### src/hdl/lp2p_pkg.sv
// ----------------------------------------------------------------------------
// lp2p_pkg
// Shared types, constants and tables of the lidar polar-to-pixel converter.
// ----------------------------------------------------------------------------
`default_nettype none

package lp2p_pkg;

    // Elaboration defaults for the top-level parameters
    localparam int IMAGE_DIM_DEF    = 600;
    localparam int CORDIC_STEPS_DEF = 16;

    // Field and datapath widths
    localparam int ANG_W     = 20;   // angle, 2^-16 rad, signed
    localparam int STEP_W    = 18;   // angle step, signed
    localparam int DIST_W    = 16;   // range, 1/1024 m
    localparam int PPM_W     = 8;    // pixels per meter
    localparam int PROD_W    = DIST_W + PPM_W;
    localparam int GAIN_W    = 16;
    localparam int MAG_W     = PROD_W + GAIN_W;
    localparam int XY_W      = 44;   // CORDIC x/y, 26 fraction bits, covers gain growth
    localparam int FRAC_BITS = 26;
    localparam int PIX_W     = 10;
    localparam int STATUS_W  = 2;
    localparam int ATAN_W    = 17;
    localparam int TAB_IDX_W = 5;    // table holds 17 entries
    localparam int ADDR_W    = 4;
    localparam int DATA_W    = 32;
    localparam int TDATA_W   = 24;   // two pixel fields, padded to bytes

    // Angle constants in 2^-16 rad
    localparam logic signed [ANG_W:0]   PI_Q      = 21'sd205887;
    localparam logic signed [ANG_W:0]   NEG_PI_Q  = -21'sd205887;
    localparam logic signed [ANG_W:0]   TWO_PI_Q  = 21'sd411775;
    localparam logic signed [ANG_W-1:0] PI_Z      = 20'sd205887;
    localparam logic signed [ANG_W-1:0] HALF_PI_Z = 20'sd102944;
    localparam logic [GAIN_W-1:0]       GAIN_Q16  = 16'd39797;

    // Register reset values
    localparam logic [ANG_W-1:0]  ANGLE_START_RST = 20'hCDBC1;   // -205887
    localparam logic [STEP_W-1:0] ANGLE_STEP_RST  = 18'd114;
    localparam logic [DIST_W-1:0] MAX_RANGE_RST   = 16'd12288;
    localparam logic [PPM_W-1:0]  PPM_RST         = 8'd60;

    typedef enum logic [1:0] {
        REG_ANGLE_START = 2'd0,
        REG_ANGLE_STEP  = 2'd1,
        REG_MAX_RANGE   = 2'd2,
        REG_PPM         = 2'd3
    } reg_index_t;

    typedef enum logic [STATUS_W-1:0] {
        ST_PLOTTED  = 2'd0,
        ST_REJECTED = 2'd1,
        ST_OUTSIDE  = 2'd2
    } status_t;

    typedef enum logic [2:0] {
        S_IDLE,
        S_PREP,
        S_FOLD,
        S_ROT,
        S_CENTER,
        S_FINISH
    } state_t;

    typedef struct packed {
        logic accept;
        logic prep;
        logic fold;
        logic rot;
        logic center;
        logic load_out;
    } cmd_t;

    typedef struct packed {
        logic [ANG_W-1:0]  angle_start;
        logic [STEP_W-1:0] angle_step;
        logic [DIST_W-1:0] max_range;
        logic [PPM_W-1:0]  ppm;
    } cfg_t;

    // Bring an angle in (-3*pi, 3*pi) back to [-pi, pi]
    function automatic logic [ANG_W-1:0] wrap_angle(input logic signed [ANG_W:0] a);
        logic signed [ANG_W:0] r;
        if (a > PI_Q) begin
            r = a - TWO_PI_Q;
        end else if (a < NEG_PI_Q) begin
            r = a + TWO_PI_Q;
        end else begin
            r = a;
        end
        return r[ANG_W-1:0];
    endfunction

    // atan(2^-i) in 2^-16 rad, rounded to nearest
    function automatic logic [ATAN_W-1:0] atan_entry(input logic [TAB_IDX_W-1:0] idx);
        logic [ATAN_W-1:0] v;
        case (idx)
            5'd0:    v = 17'd51472;
            5'd1:    v = 17'd30386;
            5'd2:    v = 17'd16055;
            5'd3:    v = 17'd8150;
            5'd4:    v = 17'd4091;
            5'd5:    v = 17'd2047;
            5'd6:    v = 17'd1024;
            5'd7:    v = 17'd512;
            5'd8:    v = 17'd256;
            5'd9:    v = 17'd128;
            5'd10:   v = 17'd64;
            5'd11:   v = 17'd32;
            5'd12:   v = 17'd16;
            5'd13:   v = 17'd8;
            5'd14:   v = 17'd4;
            5'd15:   v = 17'd2;
            5'd16:   v = 17'd1;
            default: v = '0;
        endcase
        return v;
    endfunction

endpackage

`default_nettype wire

### src/hdl/lp2p_regs.sv
// ----------------------------------------------------------------------------
// lp2p_regs
// Configuration register file behind a simple APB port.
// ----------------------------------------------------------------------------
`default_nettype none

module lp2p_regs (
    input  wire logic                           aclk,
    input  wire logic                           aresetn,
    input  wire logic                           psel,
    input  wire logic                           penable,
    input  wire logic                           pwrite,
    input  wire logic [lp2p_pkg::ADDR_W-1:0]    paddr,
    input  wire logic [lp2p_pkg::DATA_W-1:0]    pwdata,
    output logic      [lp2p_pkg::DATA_W-1:0]    prdata,
    output logic                                pready,
    output lp2p_pkg::cfg_t                      cfg
);

    lp2p_pkg::cfg_t       cfg_reg, cfg_next;
    lp2p_pkg::reg_index_t index;
    logic                 wr_en;

    assign index  = lp2p_pkg::reg_index_t'(paddr[lp2p_pkg::ADDR_W-1:2]);
    assign wr_en  = psel & penable & pwrite;
    assign pready = 1'b1;
    assign cfg    = cfg_reg;

    always_comb begin
        cfg_next = cfg_reg;
        if (wr_en) begin
            case (index)
                lp2p_pkg::REG_ANGLE_START: cfg_next.angle_start = pwdata[lp2p_pkg::ANG_W-1:0];
                lp2p_pkg::REG_ANGLE_STEP:  cfg_next.angle_step  = pwdata[lp2p_pkg::STEP_W-1:0];
                lp2p_pkg::REG_MAX_RANGE:   cfg_next.max_range   = pwdata[lp2p_pkg::DIST_W-1:0];
                lp2p_pkg::REG_PPM:         cfg_next.ppm         = pwdata[lp2p_pkg::PPM_W-1:0];
                default:                   cfg_next = cfg_reg;
            endcase
        end
    end

    always_comb begin
        case (index)
            lp2p_pkg::REG_ANGLE_START: prdata = lp2p_pkg::DATA_W'(cfg_reg.angle_start);
            lp2p_pkg::REG_ANGLE_STEP:  prdata = lp2p_pkg::DATA_W'(cfg_reg.angle_step);
            lp2p_pkg::REG_MAX_RANGE:   prdata = lp2p_pkg::DATA_W'(cfg_reg.max_range);
            lp2p_pkg::REG_PPM:         prdata = lp2p_pkg::DATA_W'(cfg_reg.ppm);
            default:                   prdata = '0;
        endcase
    end

    always_ff @(posedge aclk) begin
        if (!aresetn) begin
            cfg_reg.angle_start <= lp2p_pkg::ANGLE_START_RST;
            cfg_reg.angle_step  <= lp2p_pkg::ANGLE_STEP_RST;
            cfg_reg.max_range   <= lp2p_pkg::MAX_RANGE_RST;
            cfg_reg.ppm         <= lp2p_pkg::PPM_RST;
        end else begin
            cfg_reg <= cfg_next;
        end
    end

endmodule

`default_nettype wire

### src/hdl/lp2p_ctrl.sv
// ----------------------------------------------------------------------------
// lp2p_ctrl
// Sequencer: accept, angle prep, quadrant fold, CORDIC iterations, centering,
// result hand-off.
// ----------------------------------------------------------------------------
`default_nettype none

module lp2p_ctrl #(
    parameter int CORDIC_STEPS = lp2p_pkg::CORDIC_STEPS_DEF,
    localparam int ITER_W      = $clog2(CORDIC_STEPS)
) (
    input  wire logic          aclk,
    input  wire logic          aresetn,
    input  wire logic          s_tvalid,
    output logic               s_tready,
    output logic               m_tvalid,
    input  wire logic          m_tready,
    output lp2p_pkg::cmd_t     cmd,
    output logic [ITER_W-1:0]  iter
);

    localparam logic [ITER_W-1:0] LAST_ITER = ITER_W'(CORDIC_STEPS - 1);

    lp2p_pkg::state_t  state_reg, state_next;
    logic [ITER_W-1:0] iter_reg, iter_next;
    logic              out_valid_reg, out_valid_next;
    logic              out_room;

    assign out_room = !out_valid_reg || m_tready;

    // Next state
    always_comb begin
        state_next = state_reg;
        case (state_reg)
            lp2p_pkg::S_IDLE:   if (s_tvalid) state_next = lp2p_pkg::S_PREP;
            lp2p_pkg::S_PREP:   state_next = lp2p_pkg::S_FOLD;
            lp2p_pkg::S_FOLD:   state_next = lp2p_pkg::S_ROT;
            lp2p_pkg::S_ROT:    if (iter_reg == LAST_ITER) state_next = lp2p_pkg::S_CENTER;
            lp2p_pkg::S_CENTER: state_next = lp2p_pkg::S_FINISH;
            lp2p_pkg::S_FINISH: if (out_room) state_next = lp2p_pkg::S_IDLE;
            default:            state_next = lp2p_pkg::S_IDLE;
        endcase
    end

    // Outputs
    always_comb begin
        cmd      = '0;
        s_tready = 1'b0;
        case (state_reg)
            lp2p_pkg::S_IDLE: begin
                s_tready   = 1'b1;
                cmd.accept = s_tvalid;
            end
            lp2p_pkg::S_PREP:   cmd.prep     = 1'b1;
            lp2p_pkg::S_FOLD:   cmd.fold     = 1'b1;
            lp2p_pkg::S_ROT:    cmd.rot      = 1'b1;
            lp2p_pkg::S_CENTER: cmd.center   = 1'b1;
            lp2p_pkg::S_FINISH: cmd.load_out = out_room;
            default:            cmd          = '0;
        endcase
    end

    // Iteration counter and output valid
    always_comb begin
        iter_next = iter_reg;
        if (cmd.fold) begin
            iter_next = '0;
        end else if (cmd.rot) begin
            iter_next = iter_reg + ITER_W'(1);
        end
        if (cmd.load_out) begin
            out_valid_next = 1'b1;
        end else if (m_tready) begin
            out_valid_next = 1'b0;
        end else begin
            out_valid_next = out_valid_reg;
        end
    end

    assign m_tvalid = out_valid_reg;
    assign iter     = iter_reg;

    always_ff @(posedge aclk) begin
        if (!aresetn) begin
            state_reg     <= lp2p_pkg::S_IDLE;
            iter_reg      <= '0;
            out_valid_reg <= 1'b0;
        end else begin
            state_reg     <= state_next;
            iter_reg      <= iter_next;
            out_valid_reg <= out_valid_next;
        end
    end

endmodule

`default_nettype wire

### src/hdl/lp2p_datapath.sv
// ----------------------------------------------------------------------------
// lp2p_datapath
// Beam angle tracking, magnitude scaling, iterative CORDIC rotation and
// pixel bound check with the output register.
// ----------------------------------------------------------------------------
`default_nettype none

module lp2p_datapath #(
    parameter int IMAGE_DIM    = lp2p_pkg::IMAGE_DIM_DEF,
    parameter int CORDIC_STEPS = lp2p_pkg::CORDIC_STEPS_DEF,
    localparam int ITER_W      = $clog2(CORDIC_STEPS)
) (
    input  wire logic                            aclk,
    input  wire logic                            aresetn,
    input  wire lp2p_pkg::cfg_t                  cfg,
    input  wire lp2p_pkg::cmd_t                  cmd,
    input  wire logic [ITER_W-1:0]               iter,
    input  wire logic [lp2p_pkg::DIST_W-1:0]     distance,
    input  wire logic                            infinite,
    input  wire logic                            last_sample,
    output logic      [lp2p_pkg::PIX_W-1:0]      pixel_x,
    output logic      [lp2p_pkg::PIX_W-1:0]      pixel_y,
    output lp2p_pkg::status_t                    status,
    output logic                                 scan_end
);

    localparam int ANG_W = lp2p_pkg::ANG_W;
    localparam int XY_W  = lp2p_pkg::XY_W;
    localparam int FB    = lp2p_pkg::FRAC_BITS;
    localparam int INT_W = XY_W - FB;
    localparam int PIX_W = lp2p_pkg::PIX_W;

    localparam logic signed [XY_W-1:0] CENTER_Q  = XY_W'(IMAGE_DIM / 2) << FB;
    localparam logic signed [XY_W-1:0] ONE_Q     = XY_W'(1) << FB;
    localparam logic signed [XY_W-1:0] NEG_LIMIT = -ONE_Q;
    localparam logic [INT_W-1:0]       DIM_L     = INT_W'(IMAGE_DIM);

    // Angle state
    logic                    scan_start_reg;
    logic [ANG_W-1:0]        beam_angle_reg;
    logic [ANG_W-1:0]        angle_used_reg;
    logic signed [ANG_W-1:0] r_reg;

    // Sample
    logic [lp2p_pkg::PROD_W-1:0] dist_ppm_reg;
    logic [lp2p_pkg::MAG_W-1:0]  mag_reg;
    logic                        reject_reg;
    logic                        last_reg;

    // Rotation
    logic signed [XY_W-1:0]  x_reg, y_reg, sum_x_reg, sum_y_reg;
    logic signed [ANG_W-1:0] z_reg;
    logic                    neg_reg;

    // Output register
    logic [PIX_W-1:0]  pixel_x_reg, pixel_y_reg;
    lp2p_pkg::status_t status_reg;
    logic              scan_end_reg;

    logic signed [ANG_W-1:0] z_fold;
    logic                    neg_fold;
    logic signed [XY_W-1:0]  dx, dy;
    logic signed [ANG_W-1:0] atan_s;
    logic [INT_W-1:0]        cx, cy;
    logic                    ok_x, ok_y;
    lp2p_pkg::status_t       status_next;

    // Quadrant fold into [-pi/2, pi/2]
    always_comb begin
        if (r_reg > lp2p_pkg::HALF_PI_Z) begin
            z_fold   = r_reg - lp2p_pkg::PI_Z;
            neg_fold = 1'b1;
        end else if (r_reg < -lp2p_pkg::HALF_PI_Z) begin
            z_fold   = r_reg + lp2p_pkg::PI_Z;
            neg_fold = 1'b1;
        end else begin
            z_fold   = r_reg;
            neg_fold = 1'b0;
        end
    end

    // One CORDIC micro-rotation
    always_comb begin
        dx     = y_reg >>> iter;
        dy     = x_reg >>> iter;
        atan_s = ANG_W'(lp2p_pkg::atan_entry(lp2p_pkg::TAB_IDX_W'(iter)));
    end

    // Truncate toward zero and check bounds
    always_comb begin
        cx   = sum_x_reg[XY_W-1:FB];
        cy   = sum_y_reg[XY_W-1:FB];
        ok_x = sum_x_reg[XY_W-1] ? (sum_x_reg > NEG_LIMIT) : (cx < DIM_L);
        ok_y = sum_y_reg[XY_W-1] ? (sum_y_reg > NEG_LIMIT) : (cy < DIM_L);
        if (reject_reg) begin
            status_next = lp2p_pkg::ST_REJECTED;
        end else if (ok_x && ok_y) begin
            status_next = lp2p_pkg::ST_PLOTTED;
        end else begin
            status_next = lp2p_pkg::ST_OUTSIDE;
        end
    end

    always_ff @(posedge aclk) begin
        if (!aresetn) begin
            scan_start_reg <= 1'b1;
        end else if (cmd.accept) begin
            scan_start_reg <= last_sample;
        end
    end

    always_ff @(posedge aclk) begin
        if (cmd.accept) begin
            angle_used_reg <= scan_start_reg ? cfg.angle_start : beam_angle_reg;
            dist_ppm_reg   <= lp2p_pkg::PROD_W'(distance) * lp2p_pkg::PROD_W'(cfg.ppm);
            reject_reg     <= infinite || (distance > cfg.max_range);
            last_reg       <= last_sample;
        end
        if (cmd.prep) begin
            r_reg   <= $signed(lp2p_pkg::wrap_angle((ANG_W+1)'($signed(angle_used_reg))));
            mag_reg <= lp2p_pkg::MAG_W'(dist_ppm_reg) * lp2p_pkg::MAG_W'(lp2p_pkg::GAIN_Q16);
        end
        if (cmd.fold) begin
            beam_angle_reg <= lp2p_pkg::wrap_angle((ANG_W+1)'(r_reg)
                                + (ANG_W+1)'($signed(cfg.angle_step)));
            z_reg   <= z_fold;
            neg_reg <= neg_fold;
            x_reg   <= XY_W'(mag_reg);
            y_reg   <= '0;
        end
        if (cmd.rot) begin
            if (!z_reg[ANG_W-1]) begin
                x_reg <= x_reg - dx;
                y_reg <= y_reg + dy;
                z_reg <= z_reg - atan_s;
            end else begin
                x_reg <= x_reg + dx;
                y_reg <= y_reg - dy;
                z_reg <= z_reg + atan_s;
            end
        end
        if (cmd.center) begin
            sum_x_reg <= (neg_reg ? -x_reg : x_reg) + CENTER_Q;
            sum_y_reg <= (neg_reg ? -y_reg : y_reg) + CENTER_Q;
        end
        if (cmd.load_out) begin
            status_reg   <= status_next;
            scan_end_reg <= last_reg;
            if (status_next == lp2p_pkg::ST_PLOTTED) begin
                pixel_x_reg <= sum_x_reg[XY_W-1] ? '0 : cx[PIX_W-1:0];
                pixel_y_reg <= sum_y_reg[XY_W-1] ? '0 : cy[PIX_W-1:0];
            end else begin
                pixel_x_reg <= '0;
                pixel_y_reg <= '0;
            end
        end
    end

    assign pixel_x  = pixel_x_reg;
    assign pixel_y  = pixel_y_reg;
    assign status   = status_reg;
    assign scan_end = scan_end_reg;

endmodule

`default_nettype wire

### src/hdl/lidar_polar_to_pixel.sv
// ----------------------------------------------------------------------------
// lidar_polar_to_pixel
// Converts lidar range samples to image pixel coordinates by CORDIC rotation.
// ----------------------------------------------------------------------------
// Usage:
//   Input stream (s_*): one range sample per item. s_tdata carries distance
//   in 1/1024 m, s_tuser flags an infinite sample, s_tlast marks the last
//   sample of a scan; the beam angle restarts at angle_start after it.
//   Output stream (m_*): one result per sample. m_tdata carries pixel_x and
//   pixel_y, m_tuser the status (plotted, rejected by range, outside image),
//   m_tlast copies the scan end mark.
//   APB port: four registers at byte offsets 0, 4, 8, 12 (angle_start,
//   angle_step, max_range, pixels_per_meter). Write them only while idle.
//   Timing: the block takes one item at a time. An item passes through prep,
//   fold, the micro-rotations of the single shared CORDIC stage, which runs
//   one micro-rotation per cycle, centering and the output load; s_tready rises
//   again in the cycle after the result is loaded into the output register.
//   Stall: a result waits in the output register while m_tready is low; the
//   next item is still taken and rotated, and it holds at the final stage
//   until the output register frees.
//   Reset: aresetn is synchronous, active low; it drops m_tvalid, restores
//   register defaults and starts a new scan.
// ----------------------------------------------------------------------------
`default_nettype none

module lidar_polar_to_pixel #(
    parameter int IMAGE_DIM    = lp2p_pkg::IMAGE_DIM_DEF,
    parameter int CORDIC_STEPS = lp2p_pkg::CORDIC_STEPS_DEF
) (
    input  wire logic                           aclk,
    input  wire logic                           aresetn,
    // Input samples
    input  wire logic                           s_tvalid,
    output logic                                s_tready,
    input  wire logic [lp2p_pkg::DIST_W-1:0]    s_tdata,   // [15:0] distance
    input  wire logic                           s_tuser,   // [0] infinite
    input  wire logic                           s_tlast,   // last_sample
    // Results
    output logic                                m_tvalid,
    input  wire logic                           m_tready,
    output logic [lp2p_pkg::TDATA_W-1:0]        m_tdata,   // [9:0] pixel_x, [19:10] pixel_y
    output logic [lp2p_pkg::STATUS_W-1:0]       m_tuser,   // [1:0] status
    output logic                                m_tlast,   // scan_end
    // Configuration
    input  wire logic                           psel,
    input  wire logic                           penable,
    input  wire logic                           pwrite,
    input  wire logic [lp2p_pkg::ADDR_W-1:0]    paddr,
    input  wire logic [lp2p_pkg::DATA_W-1:0]    pwdata,
    output logic      [lp2p_pkg::DATA_W-1:0]    prdata,
    output logic                                pready
);

    localparam int ITER_W = $clog2(CORDIC_STEPS);

    lp2p_pkg::cfg_t                cfg;
    lp2p_pkg::cmd_t                cmd;
    logic [ITER_W-1:0]             iter;
    logic [lp2p_pkg::PIX_W-1:0]    pixel_x, pixel_y;
    lp2p_pkg::status_t             status;
    logic                          scan_end;

    lp2p_regs u_regs (
        .aclk    (aclk),
        .aresetn (aresetn),
        .psel    (psel),
        .penable (penable),
        .pwrite  (pwrite),
        .paddr   (paddr),
        .pwdata  (pwdata),
        .prdata  (prdata),
        .pready  (pready),
        .cfg     (cfg)
    );

    lp2p_ctrl #(
        .CORDIC_STEPS (CORDIC_STEPS)
    ) u_ctrl (
        .aclk     (aclk),
        .aresetn  (aresetn),
        .s_tvalid (s_tvalid),
        .s_tready (s_tready),
        .m_tvalid (m_tvalid),
        .m_tready (m_tready),
        .cmd      (cmd),
        .iter     (iter)
    );

    lp2p_datapath #(
        .IMAGE_DIM    (IMAGE_DIM),
        .CORDIC_STEPS (CORDIC_STEPS)
    ) u_datapath (
        .aclk        (aclk),
        .aresetn     (aresetn),
        .cfg         (cfg),
        .cmd         (cmd),
        .iter        (iter),
        .distance    (s_tdata),
        .infinite    (s_tuser),
        .last_sample (s_tlast),
        .pixel_x     (pixel_x),
        .pixel_y     (pixel_y),
        .status      (status),
        .scan_end    (scan_end)
    );

    // Pack the result: pixel fields from bit 0 up, zero pad to whole bytes
    assign m_tdata = {{(lp2p_pkg::TDATA_W - 2 * lp2p_pkg::PIX_W){1'b0}}, pixel_y, pixel_x};
    assign m_tuser = status;
    assign m_tlast = scan_end;

endmodule

`default_nettype wire

### config.mk
export PLATFORM = sky130hd
export DESIGN_NAME = lidar_polar_to_pixel
export DESIGN_NICKNAME = d
export VERILOG_FILES = /design/src/hdl/lp2p_pkg.sv /design/src/hdl/lp2p_regs.sv /design/src/hdl/lp2p_ctrl.sv /design/src/hdl/lp2p_datapath.sv /design/src/hdl/lidar_polar_to_pixel.sv
export SDC_FILE = /design/constraint.sdc
export NUM_CORES = 2
export LEC_CHECK = 0
export BUFFER_PORTS_ARGS = -buffer_cell sky130_fd_sc_hd__buf_2
export CORE_MARGIN = 2
export CORE_UTILIZATION = 55
export DETAILED_ROUTE_END_ITERATION = 8
export PLACE_DENSITY = 0.82
export SYNTH_ARGS = -nofsm -noshare
export SYNTH_HDL_FRONTEND = slang
export SYNTH_SLANG_ARGS = --single-unit
### constraint.sdc
create_clock -name aclk -period 20.1 [get_ports aclk]
set_input_delay 3.015 -clock aclk [delete_from_list [all_inputs] [get_ports aclk]]
set_output_delay 3.015 -clock aclk [all_outputs]
set_load 0.005 [all_outputs]
==> flow_summary.ini <==
[status]
status = finished, final reports clean

[grt]
track_usage = 0.264
overflow = 0
grt_pass1_wl_microns = 184000
grt_pass1_vias = 36300
grt_max_degree = 92
antenna_found_initial = 1

[setup_path]
worstPathMaxFanout = 55
critical_path_class = reg2reg
endpoint_kind = register
critical-path-max-stage-delay_ps = 870
crit_chain = buf_4 -> mux4_2 -> mux4_2 -> a211oi_1 -> nand2b_1 -> or3b_2 -> o21bai_1 -> o21ai_0 -> xor2_1 -> ha_1 -> and2_1 -> a2111oi_0 -> o21ai_0 -> o31ai_1 -> o31ai_1 -> a31o_2 -> or2_2 -> a311o_1 -> xnor2_1 -> nor2_1
crit_required_ps = 20420
cp.arrival_ps = 8430
slowest_stage = dfxtp_4
reg2regPathDepth = 20
setup.worst_path.start_class = register

[drt]
viasPerCell = 6.15
drtPass1Iterations = 6
num_vias = 36600
postRouteAntennaNets = 0
route.detailed.drc = 0
wl_microns = 113000
wire_per_inst_microns = 19.0
drtIter0Drc = 3115

[final_layout]
seqCellArea_sq_um = 12100
multiInputGateArea_sq_um = 30800
fin_nets = 5525
num_antenna_cells = 0
final_cell_mix = 540 x nand2_1, 440 x inv_1, 371 x ha_1, 346 x edfxtp_1, 306 x nor2_1
largest_reg_flops = 62
layout-drive-gt1-share = 0.0833
fillerInstances = 6841
final_common_cell = nand2_1
syn_to_final_growth_pct = 5.90

[cts]
clkSinkCount = 433
cts_buffers = 48
post_cts_buffers = 0
ctsHoldBuffers = 0
post_cts_resized = 0
cts-root-buf = clkbuf_16
cts_tree = done
clk_pin_slew_ps = 60
cts_buffer_depth = 3
htreeDepth = 2
clkLatencyLatePin_ps = 610

[logic_synthesis]
ys_seq_elements = 433
yosys_warnings = 0
synthDistinctLibCells = 97
synthArstFlopShare = 0
avgSynthCellArea_sq_um = 9.29
syn_area_sq_um = 45500
syn-instance-count = 4903
synthFlopType = edfxtp_1
synth_edf_count = 346
ys_seq_area_frac = 0.266

[placed_design]
numPortBuffers = 91
place_congestion = 0.975
post-dp-hpwl_microns = 87600

[sta]
hold_viol = 0
min_period_ps = 8110
tns_ps = 0
finClkSkew_ps = 35.0
finalSetupViolCount = 0
drv_slew = 0
fin_crit_sh = 0.403
relSlewSlack = 0.272
max_clock_freq_ghz = 0.123
rsz0062_at_grt = no
worstMarginPinSlew_ps = 1090

[min_path]
hp-class = reg2reg
holdPathStages = 0

[die]
die_area_sq_um = 85100
initial_core_util = 0.555
ios = 123
die-height_microns = 292
rows = 105
die_w_microns = 292
coreArea_sq_um = 82000

[flow_run]
drv_cap = 0
==> synth_stat cells (39+ instances only) <==
cell type	number	share of area
nand2_1	541	0.045
mux2_2	44	0.011
ha_1	371	0.10
a21o_1	93	0.015
a21boi_0	56	0.0092
mux2i_1	78	0.017
clkbuf_1	156	0.013
nor2b_1	56	0.0077
a31oi_1	56	0.0077
xor2_1	164	0.032
mux4_2	95	0.047
a211oi_1	39	0.0064
fa_1	249	0.11
nand2b_1	47	0.0065
nor3_1	72	0.0079
nand3_1	106	0.012
dfxtp_1	87	0.038
xnor2_1	264	0.051
o31ai_1	54	0.0089
o21ai_0	232	0.026
a21oi_1	263	0.029
and2_1	115	0.016
edfxtp_1	346	0.23
nor2_1	308	0.025
inv_1	443	0.037
==> worst paths after layout <==
kind                                 start                            endpoint  slack, ps
max            u_ctrl.iter[1]$_SDFFE_PP0P_  u_datapath.y_reg[39]$_SDFFCE_PN0P_      11990
min          u_datapath.last_reg$_DFFE_PP_       u_datapath.scan_end$_DFFE_PP_        440
max reg2reg    u_ctrl.iter[1]$_SDFFE_PP0P_  u_datapath.y_reg[39]$_SDFFCE_PN0P_      11990
min reg2reg  u_datapath.last_reg$_DFFE_PP_       u_datapath.scan_end$_DFFE_PP_        440
==> metal layers <==
metal / vias up / global-route usage / wire length [microns]
met2: 1549 / 0.439 / 52900
li1: 17200 / - / -
met5: - / 0 / 8
met3: 308 / 0.0345 / 8200
met4: 2 / 0.118 / 5280
met1: 17500 / 0.347 / 46900
==> through the flow <==
stage           util  hold WS (ps)  setup slack, ps  area [sq um]  cells
6_report       0.588           436            11990         48200   5954
5_1_grt        0.588           441            11420         48200   5954
4_1_cts        0.588           430            12000         48200   5953
3_3_place_gp   0.568           403            11770         46600   5863
3_5_place_dp   0.568           420            11650         46600   5863
2_1_floorplan      -           400            12360         45600   4918
==> logic make-up after synthesis <==
kind of cell | synth area share
and+or+nand+nor | 0.155
AOI/OAI and AO/OA | 0.147
buffers and inverters | 0.0596
adders and majority gates | 0.211
DFF | 0.266
xor gates and xnor gates | 0.0823
muxes | 0.0773
other | 0.000165
==> area by class of cell <==
cell class                      count  share of cell area
Sequential cell                   433               0.252
Inverter                          444              0.0346
Clock buffer                       66              0.0287
Timing Repair Buffer              115              0.0132
Tap cell                         1070              0.0278
Multi-Input combinational cell   3802               0.638
Clock inverter                     24             0.00566
==> worst max-delay path, delay by kind of cell (launching register included) <==
family                   cells  cell delay, ps
AO/OA/AOI/OAI                9            3040
multiplexers                 2            1200
AND/OR/NAND/NOR              5            1180
flip-flops                   1             870
buffers and inverters        1             770
adder cells (fa/ha/maj)      1             360
XOR/XNOR                     2             330
Power is left out: the tool's default activity adds up to more than one toggle a clock period on the data nets, which glitch-free logic cannot reach.
